[config.mk]
export PLATFORM = sky130hd
export DESIGN_NAME = pca_cell
export DESIGN_NICKNAME = d
export VERILOG_FILES = /design/src/sv/pca_pkg.sv /design/src/sv/pca_cell.sv
export SDC_FILE = /design/constraint.sdc
export NUM_CORES = 1
export LEC_CHECK = 0
export CAP_MARGIN = 20
export CORE_ASPECT_RATIO = 1.2
export CORE_UTILIZATION = 54
export DETAILED_ROUTE_END_ITERATION = 8
export DONT_BUFFER_PORTS = 1
export PLACE_DENSITY = 0.72
export SLEW_MARGIN = 20
export SYNTH_ARGS = -nofsm -noshare
export SYNTH_HDL_FRONTEND = slang
export SYNTH_SLANG_ARGS = --single-unit
[constraint.sdc]
create_clock -name i_clk -period 1.5 [get_ports i_clk]
set_input_delay 0 -clock i_clk [delete_from_list [all_inputs] [get_ports i_clk]]
set_output_delay 0 -clock i_clk [all_outputs]
set_load 0.1 [all_outputs]
[src/sv/pca_pkg.sv]
`timescale 1ns / 1ps
// ----------------------------------------------------------------------------
// pca_pkg
// Shared types and constants for the palette color allocator: table geometry,
// channel reduction, the search token that walks the cell row and the
// broadcast write bundle.
// ----------------------------------------------------------------------------
package pca_pkg;

    localparam int PALETTE_DEPTH = 256;
    localparam int IDX_W         = $clog2(PALETTE_DEPTH);
    localparam int CNT_W         = IDX_W + 1;

    localparam int CHAN_IN_W     = 16;
    localparam int CHANNEL_SHIFT = 10;
    localparam int CHAN_W        = CHAN_IN_W - CHANNEL_SHIFT;
    localparam int ENTRY_W       = 3 * CHAN_W;

    localparam int PAL_INDEX_W   = 8;
    localparam int S_TDATA_W     = 3 * CHAN_IN_W;
    localparam int M_TDATA_W     = 16;

    // Search token handed from cell to cell
    typedef struct packed {
        logic               valid;
        logic               found;
        logic [IDX_W-1:0]   index;
        logic [ENTRY_W-1:0] colour;
    } t_token;

    // Table write broadcast to every cell
    typedef struct packed {
        logic               en;
        logic [IDX_W-1:0]   idx;
        logic [ENTRY_W-1:0] data;
    } t_wr;

    // Keep the top six bits of each channel and pack red, green, blue
    function automatic logic [ENTRY_W-1:0] pack_colour(
        input logic [CHAN_IN_W-1:0] red,
        input logic [CHAN_IN_W-1:0] green,
        input logic [CHAN_IN_W-1:0] blue
    );
        pack_colour = {red[CHAN_IN_W-1:CHANNEL_SHIFT],
                       green[CHAN_IN_W-1:CHANNEL_SHIFT],
                       blue[CHAN_IN_W-1:CHANNEL_SHIFT]};
    endfunction

endpackage

[src/sv/pca_cell.sv]
`timescale 1ns / 1ps
// ----------------------------------------------------------------------------
// pca_cell
// One palette entry. Compares the passing search token against its stored
// color when the entry is in use, then hands the token to the next cell.
// ----------------------------------------------------------------------------
module pca_cell
    import pca_pkg::*;
(
    input  logic             i_clk,
    input  logic             i_rst_n,
    input  logic [IDX_W-1:0] i_cell_idx,
    input  logic [CNT_W-1:0] i_used,
    input  t_wr              i_wr,
    input  t_token           i_tok,
    output t_token           o_tok
);

    logic [ENTRY_W-1:0] r_entry;
    t_token             r_tok;
    t_token             n_tok;
    logic               w_in_use;
    logic               w_match;

    // Store the entry on a write addressed to this cell
    always_ff @(posedge i_clk) begin
        if (i_wr.en && (i_wr.idx == i_cell_idx)) begin
            r_entry <= i_wr.data;
        end
    end

    // First match in the used range claims the token
    assign w_in_use = ({1'b0, i_cell_idx} < i_used);
    assign w_match  = i_tok.valid && !i_tok.found && w_in_use && (r_entry == i_tok.colour);

    always_comb begin
        n_tok = i_tok;
        if (w_match) begin
            n_tok.found = 1'b1;
            n_tok.index = i_cell_idx;
        end
    end

    // Advance the token one cell per cycle
    always_ff @(posedge i_clk) begin
        if (!i_rst_n) begin
            r_tok.valid <= 1'b0;
        end else begin
            r_tok.valid <= n_tok.valid;
        end
        r_tok.found  <= n_tok.found;
        r_tok.index  <= n_tok.index;
        r_tok.colour <= n_tok.colour;
    end

    assign o_tok = r_tok;

endmodule

==> flow_summary.json, run 1 <==
{
  "cp-end-kind": "flop",
  "crit_path_max_incr_delay_ns": 0.42,
  "clkSlewWorstSetupHoldPaths_ns": 0.13,
  "cp_data_arrival_time_ns": 2.07,
  "dp_hpwl_um": 2550,
  "synthFlopType": "dfxtp_1",
  "status": "finished, violations left",
  "cts_setup_buffers": 0,
  "fin_ws_ns": -0.315,
  "finalCriticalPeriod_ns": 1.81,
  "crit_fanout": 9,
  "path_delay_family": "simple AND/OR/NAND/NOR gates",
  "ys_warn_count": 0,
  "crit_chain": "xnor2_1 > nand4_1 > nor4_4 > o211ai_4 > mux2_2",
  "synth.area.mux_share_pct": 5.30,
  "dieArea_um2": 3380,
  "antenna_found_initial": 0,
  "max_slew_margin_pct": 70.0,
  "synth_top_family_by_area": "XOR/XNOR gates",
  "path_class": "flop to flop",
  "vias": 1269,
  "syn-cell-area_um2": 1700,
  "r2r_start": "r_entry[6]",
  "cp-startpoint": "r_entry[6]",
  "synth.top_cells.by_count": "dfxtp_1, xnor2_1, edfxtp_1",
  "hold_viol": 0,
  "synth_async_sr_flop_share_pct": 0,
  "vdd_drop_max_uv": 1030,
  "synth-edff-count": 18,
  "synth-xor-area-share_pct": 13.4,
  "die_height_um": 63.4,
  "fmax_mhz": 551,
  "layout-drive-gt1-share_pct": 23.2,
  "antennaDiodeCount": 0,
  "finalHoldWorstSlack_ns": 0.136,
  "grt_max_degree": 19,
  "synth_top_area_share_pct": 33.0,
  "maxSlewViolCount": 0,
  "p_leak_uw": 0.00106,
  "cts_buffer_depth": 2,
  "synth_most_common_cell": "dfxtp_1",
  "dr.pass1.iters": 4,
  "h-tree-depth": 2,
  "hp-class": "primary input to flop",
  "grt_setup_unrepaired": "true",
  "synth.avg_cell_area_um2": 14.4,
  "cts-root-buf": "clkbuf_4",
  "synth_fa_ha_area_share_pct": 5.15,
  "drv_cap": 0,
  "clock_latency_ns": 0.36,
  "cts_tree": "built",
  "ys_seq_elements": 46,
  "wl_per_cell_um": 18.0,
  "wl_um": 4410,
  "synthSimpleGateAreaFrac_pct": 7.51,
  "rows": 21,
  "syn-num-nets": 199,
  "worst_pin_slew_ns": 0.447,
  "cp_num_buf_inv": 0,
  "synth_area_leaders": "dfxtp_1, edfxtp_1, xnor2_1, mux2_2, ha_1",
  "drtIter0Drc": 28,
  "synth_cell_type_count": 21,
  "grt_first_pass_wirelength_um": 6660,
  "synthToLayoutAreaGrowth_pct": 53.9,
  "place_ws_ns": -0.268,
  "required_ns": 1.76,
  "gp_congestion": 0.695,
  "power-per-cell-area_nw_per_um2": 984,
  "cts_buffers": 5,
  "ys_seq_area_share_pct": 64.8,
  "initial_core_util_pct": 58.8,
  "drcViolationCount": 0,
  "finalCritPeriodShare_pct": 121,
  "violations": "setup timing",
  "grt.overflow.total": 0,
  "n_fill_cell": 112,
  "cp_slowest_cell": "edfxtp_1",
  "die_x_um": 53.2,
  "io_pins": 102,
  "final_antenna_net_count": 0,
  "vias_per_cell": 5.18,
  "min_from": "i_wr[26]",
  "clock_sinks": 46,
  "core_area_um2": 2890,
  "startpoint_type": "flop",
  "regArea_um2": 1100,
  "grt_pass1_vias": 1467,
  "io_buffers": 0,
  "fin_setup_tns_ns": -2.53,
  "syn_inst": 118,
  "finalSetupViolCount": 9,
  "final_nets": 291,
  "grt_use_total_pct": 29.0,
  "synth_area_leader_cell": "dfxtp_1",
  "finalClockSkew_ns": 0.00513,
  "synth_compound_area_share_pct": 2.06,
  "multi_input_area_um2": 586
}
[metal layers]
layer / GRT usage (%) / share of wire (%)
met5: 0 / 0
met4: 12.2 / 2.5
met3: 8.45 / 8.2
met1: 25.5 / 31
met2: 56.3 / 59
[flip-flops by register name (all words and copies together), names as in the netlist]
name     flops
o_tok       28
r_entry     18
[cell usage in the layout, fill, tap and decap left out]
master / netlist / routed
xnor2_1: 21 / 21
nand2_1: 1 / 1
xor2_1: 5 / 5
and3_1: 1 / 1
dfxtp_1: 28 / 28
a211oi_1: 1 / 1
mux2_2: 8 / 8
nand4_1: 5 / 5
or2b_1: 1 / 1
ha_1: 7 / 7
nand3_1: 2 / 2
clkbuf_8: 0 / 1
nor3b_1: 1 / 1
o211ai_4: 0 / 1
nor4_4: 0 / 1
buf_12: 0 / 1
inv_1: 8 / 8
buf_4: 0 / 29
and2_1: 1 / 1
nand2b_1: 1 / 1
nor4_2: 2 / 1
clkbuf_4: 0 / 5
dlygate4sd3_1: 0 / 55
nor4_1: 1 / 1
a21oi_1: 3 / 3
nand4b_1: 2 / 2
inv_6: 0 / 1
edfxtp_1: 18 / 18
clkinvlp_4: 0 / 1
[power by group]
group          total [uW]  switching (uW)  internal (uW)  leakage (uW)
Sequential           1350            13.3           1340      0.000398
Clock                 628             394            234     0.0000349
Combinational         594             384            210      0.000624
[layout make-up]
| type | count | area share, % |
|---|---|---|
| flip-flops and latches | 46 | 42.1 |
| repair buffers | 85 | 30.1 |
| multi-input cells | 64 | 22.4 |
| clock buffers | 6 | 1.96 |
| well taps | 34 | 1.63 |
| inverters | 8 | 1.15 |
| clock inverters | 2 | 0.622 |
[path summary, 6_finish.rpt]
check               endpoint  slack, ns  cells after the start
hold / removal    r_entry[7]       0.14                      2
hold reg to reg    o_tok[22]       0.96                      5
setup / recovery   o_tok[19]      -0.31                      5
setup reg to reg   o_tok[19]      -0.31                      5
[repair_timing]
action	4_1_cts	5_1_grt
hold endpoints to repair	46	1
setup endpoints to repair	9	9
pin swaps	0	1
hold buffers	54	1
gates resized for setup	2	0
[per-stage QoR]
stage               cell area, um^2  util [%]  total power (uW)  cells
floorplan                      1700         -              1760    118
global placement               1980      68.5              1840    182
detailed placement             1980      68.5              1840    182
CTS                            2610      90.1              2570    244
global route                   2620      90.5              2680    245
finish                         2620      90.5              2570    245
[cells by family (layout without fill, tap and decap cells)]
| group | after synthesis | after routing |
|---|---|---|
| adder cells (fa/ha/maj) | 7 | 7 |
| buffers and inverters | 8 | 101 |
| XOR/XNOR | 26 | 26 |
| multiplexers | 8 | 8 |
| AND/OR/NAND/NOR | 18 | 18 |
| AO/OA/AOI/OAI | 5 | 5 |
| flip-flops | 46 | 46 |
Note: power is estimated with default switching activity, not from simulation.
==> inputs of run 2 (changes only) <==
--- a/config.mk
+++ b/config.mk
@@ -11,6 +11,7 @@
 export DETAILED_ROUTE_END_ITERATION = 8
 export DONT_BUFFER_PORTS = 1
 export PLACE_DENSITY = 0.72
+export RECOVER_POWER = 50
 export SLEW_MARGIN = 20
 export SYNTH_ARGS = -nofsm -noshare
 export SYNTH_HDL_FRONTEND = slang
==> flow_summary.json, run 2 (synthesis results as in run 1) <==
{
  "n_fill_cell": 114,
  "vdd_drop_max_uv": 1030,
  "r2r_start": "r_entry[6]",
  "power-per-cell-area_nw_per_um2": 989,
  "hold_path_depth": 3,
  "cts_buffers": 5,
  "io_buffers": 0,
  "cp_data_arrival_time_ns": 2.07,
  "largest_register_ffs": 28,
  "wl_per_cell_um": 18.0,
  "startpoint_type": "flop",
  "antenna_found_initial": 0,
  "layout_commonest_cell": "dlygate4sd3_1",
  "cp-end-kind": "flop",
  "r2r_cells": 5,
  "synthToLayoutAreaGrowth_pct": 53.0,
  "cts-root-buf": "clkbuf_4",
  "cts_tree": "built",
  "grt_pass1_vias": 1467,
  "io_pins": 102,
  "regArea_um2": 1100,
  "core_area_um2": 2890,
  "hold_viol": 0,
  "min_from": "i_used[8]",
  "hp-class": "primary input to flop",
  "vias": 1271,
  "clock_latency_ns": 0.36,
  "drtIter0Drc": 27,
  "max_slew_margin_pct": 69.3,
  "drv_cap": 0,
  "grt_first_pass_wirelength_um": 6660,
  "initial_core_util_pct": 58.8,
  "multi_input_area_um2": 586,
  "p_leak_uw": 0.00105,
  "maxSlewViolCount": 0,
  "fin_ws_ns": -0.315,
  "finalCriticalPeriod_ns": 1.81,
  "die_x_um": 53.2,
  "final_antenna_net_count": 0,
  "rows": 21,
  "dieArea_um2": 3380,
  "postLayoutCellArea_um2": 2600,
  "cts_buffer_depth": 2,
  "final_nets": 291,
  "grt.overflow.total": 0,
  "rrSetupSlack_ns": -0.31,
  "clkSlewWorstSetupHoldPaths_ns": 0.13,
  "whs_endpoint": "o_tok[26]",
  "violations": "setup timing",
  "worst_pin_slew_ns": 0.460,
  "finalClockSkew_ns": 0.00604,
  "crit_fanout": 9,
  "gp_congestion": 0.695,
  "status": "finished, violations left",
  "vias_per_cell": 5.19,
  "fin_setup_tns_ns": -2.53,
  "grt_max_degree": 19,
  "required_ns": 1.76,
  "wl_um": 4410,
  "finalSetupViolCount": 9,
  "h-tree-depth": 2,
  "final_cell_mix": "dlygate4sd3_1, buf_4, dfxtp_1",
  "drcViolationCount": 0,
  "dr.pass1.iters": 4,
  "reg2reg_to": "o_tok[19]",
  "finalCritPeriodShare_pct": 121,
  "die_height_um": 63.4,
  "path_class": "flop to flop",
  "layout-drive-gt1-share_pct": 23.2,
  "place_ws_ns": -0.268,
  "fmax_mhz": 551,
  "antennaDiodeCount": 0,
  "dp_hpwl_um": 2550,
  "grt_setup_unrepaired": "true",
  "grt_use_total_pct": 29.0,
  "cts_setup_buffers": 0,
  "clock_sinks": 46,
  "dpl-instance-area_um2": 1980
}
-- run 2: cell types whose count changed in the layout (fill, tap and decap cells not counted), sizes merged --
cell	change
buf	-1
clkbuf	+1
-- run 2: metal layers --
layer	GRT usage, %	up-vias	share of wire [%]
li1	-	597	-
met1	25.5	591	31
met2	56.3	72	59
met3	8.45	11	8.1
met4	12.2	0	2.5
met5	0	-	0
-- run 2: through the flow --
step,cells,total power [uW],hold slack [ns],util (%)
2_1_floorplan,118,1760,0.0277,-
3_3_place_gp,182,1840,0.0278,68.5
3_5_place_dp,182,1840,0.0278,68.5
4_1_cts,244,2570,-0.225,90.1
5_1_grt,245,2680,0.133,90.0
6_report,245,2570,0.154,90.0
-- run 2: area by class of cell --
type | count | share of cell area [%]
Clock inverter | 2 | 0.626
Timing Repair Buffer | 85 | 29.7
Inverter | 8 | 1.15
Clock buffer | 6 | 1.97
Tap cell | 34 | 1.64
Multi-Input combinational cell | 64 | 22.5
Sequential cell | 46 | 42.3
-- run 2: where the power goes --
| group | switching [uW] | internal (uW) | total (uW) |
|---|---|---|---|
| combinational | 384 | 210 | 594 |
| clock | 393 | 234 | 627 |
| sequential | 13.3 | 1340 | 1350 |
| total | 790 | 1780 | 2570 |
-- run 2: worst max-delay path by stage --
stage | start | endpoint | slack, ns | cells past startpoint
final | r_entry[6] | o_tok[19] | -0.31 | 5
after global routing | r_entry[4] | o_tok[23] | -0.35 | 5
after CTS | r_entry[10] | o_tok[18] | -0.23 | 5
after detailed placement | r_entry[5] | o_tok[24] | -0.27 | 5
after global placement | r_entry[2] | o_tok[21] | -0.23 | 5
after floorplan | r_entry[16] | o_tok[18] | -0.04 | 5
-- run 2: worst max-delay path: stages, from the launching register on --
cell and delay [ns]:
edfxtp_1 0.42, xnor2_1 0.19, nand4_1 0.21, nor4_4 0.37, o211ai_4 0.20, mux2_2 0.33
-- run 2: timing repair --
action,CTS,global route
hold endpoints to repair,46,1
setup endpoints to repair,9,9
hold buffers,54,1
pin swaps,0,1
gates resized for setup,2,0
==> inputs of run 3 (changes only) <==
--- a/config.mk
+++ b/config.mk
@@ -7,6 +7,7 @@
 export LEC_CHECK = 0
 export CAP_MARGIN = 20
 export CORE_ASPECT_RATIO = 1.2
+export CORE_MARGIN = 10
 export CORE_UTILIZATION = 54
 export DETAILED_ROUTE_END_ITERATION = 8
 export DONT_BUFFER_PORTS = 1
==> flow_summary.json, run 3 (synthesis results as in run 1) <==
{
  "status": "finished, violations left",
  "violations": "hold timing, setup timing",
  "cts_tree": "built",
  "cts-hold-fix-buffers": 54,
  "clock_latency_ns": 0.34,
  "r2r_cells": 5,
  "path_class": "flop to flop",
  "hold_viol": 1,
  "drcViolationCount": 0,
  "final_cell_mix": "dlygate4sd3_1, buf_4, dfxtp_1",
  "cp-end-kind": "flop",
  "fmax_mhz": 567,
  "dr.pass1.iters": 4,
  "largest_register_ffs": 28,
  "whs_endpoint": "o_tok[21]",
  "maxSlewViolCount": 0,
  "layout_commonest_cell": "dlygate4sd3_1",
  "wl_per_cell_um": 20.5,
  "grt_max_degree": 19,
  "antennaDiodeCount": 0,
  "finalCriticalPeriod_ns": 1.76,
  "io_buffers": 0,
  "required_ns": 1.74,
  "finalSetupViolCount": 9,
  "synthToLayoutAreaGrowth_pct": 53.0,
  "final_antenna_net_count": 0,
  "fin_ws_ns": -0.263,
  "final_util_pct": 85.1,
  "fin_setup_tns_ns": -2.09,
  "dp_hpwl_um": 3300,
  "io_pins": 102,
  "startpoint_type": "flop",
  "grt_setup_unrepaired": "true",
  "grt_first_pass_wirelength_um": 7770,
  "cts-root-buf": "clkbuf_4",
  "clkSlewWorstSetupHoldPaths_ns": 0.12,
  "n_fill_cell": 159,
  "vdd_drop_max_uv": 920,
  "rows": 22,
  "cp_data_arrival_time_ns": 2.00,
  "antenna_found_initial": 0,
  "wl_um": 5050,
  "clock_sinks": 46,
  "vias_per_cell": 5.09,
  "gp_congestion": 0.731,
  "worst_pin_slew_ns": 0.456,
  "place_ws_ns": -0.274,
  "r2r_start": "r_entry[11]",
  "finalClockSkew_ns": 0.00310,
  "die_height_um": 81.4,
  "cts_buffers": 5,
  "grt_use_total_pct": 17.3,
  "reg2reg_to": "o_tok[21]",
  "initial_core_util_pct": 55.6,
  "drv_cap": 0,
  "drtIter0Drc": 64,
  "finalHoldWorstSlack_ns": -0.186,
  "hp-class": "primary input to flop",
  "cts_buffer_depth": 2,
  "h-tree-depth": 2,
  "min_from": "i_tok[21]",
  "power-per-cell-area_nw_per_um2": 1020,
  "max_slew_margin_pct": 69.6,
  "core_area_um2": 3060,
  "finalCritPeriodShare_pct": 118,
  "crit_fanout": 9,
  "vias": 1253,
  "rrSetupSlack_ns": -0.26,
  "layout-drive-gt1-share_pct": 22.4,
  "cts_setup_buffers": 0,
  "die_x_um": 71.2,
  "grt_pass1_vias": 1527,
  "grt.overflow.total": 0,
  "p_leak_uw": 0.00105,
  "dieArea_um2": 5800,
  "hold_path_depth": 1,
  "final_nets": 290
}
-- run 3: timing repair --
item / in CTS / in global routing
endpoints found under the setup margin: 9 / 9
gates cloned: 0 / 0
resized for setup: 2 / 0
hold endpoints to repair: 46 / 1
-- run 3: metal layers --
layer | track usage (%) | share of wire (%) | up-vias
met2 | 33.7 | 55 | 72
li1 | - | - | 594
met4 | 6.01 | 1.7 | 0
met5 | 0 | 0 | -
met1 | 14.1 | 30 | 577
met3 | 9.65 | 12 | 10
-- run 3: through the flow --
step	power, uW	hold slack, ns	cell area (um^2)	cells
after floorplan	1760	0.0277	1700	118
after global placement	1840	0.0279	1980	184
after detailed placement	1850	0.0279	1980	184
after CTS	2670	-0.227	2620	246
after global routing	2750	-0.216	2600	246
final	2650	-0.186	2600	246
-- run 3: worst max path at each step --
| stage | slack [ns] | from | endpoint | cells after the start |
|---|---|---|---|---|
| floorplan | -0.04 | r_entry[16] | o_tok[18] | 5 |
| global placement | -0.21 | r_entry[10] | o_tok[20] | 5 |
| detailed placement | -0.27 | r_entry[3] | o_tok[21] | 5 |
| CTS | -0.21 | r_entry[3] | o_tok[21] | 5 |
| global route | -0.33 | r_entry[11] | o_tok[21] | 5 |
| finish | -0.26 | r_entry[11] | o_tok[21] | 5 |
-- run 3: layout make-up --
cell class                      instances  area (um^2)  share of cell area [%]
Sequential cell                        46         1100                    42.3
Timing Repair Buffer                   84          763                    29.4
Multi-Input combinational cell         64          586                    22.5
Tap cell                               36         45.0                    1.73
Clock buffer                            6         41.3                    1.59
Clock inverter                          2         33.8                    1.30
Inverter                                8         30.0                    1.15
-- run 3: where the power goes --
group          total, uW  internal (uW)  switching, uW
Sequential          1350           1340           14.2
Combinational        588            207            381
Clock                712            347            365
-- run 3: worst max-delay path, stage by stage (launching register included) --
cell and delay, ns:
edfxtp_1 0.43, xnor2_1 0.20, nand4_1 0.16, nor4_4 0.36, o211ai_4 0.20, mux2_2 0.32
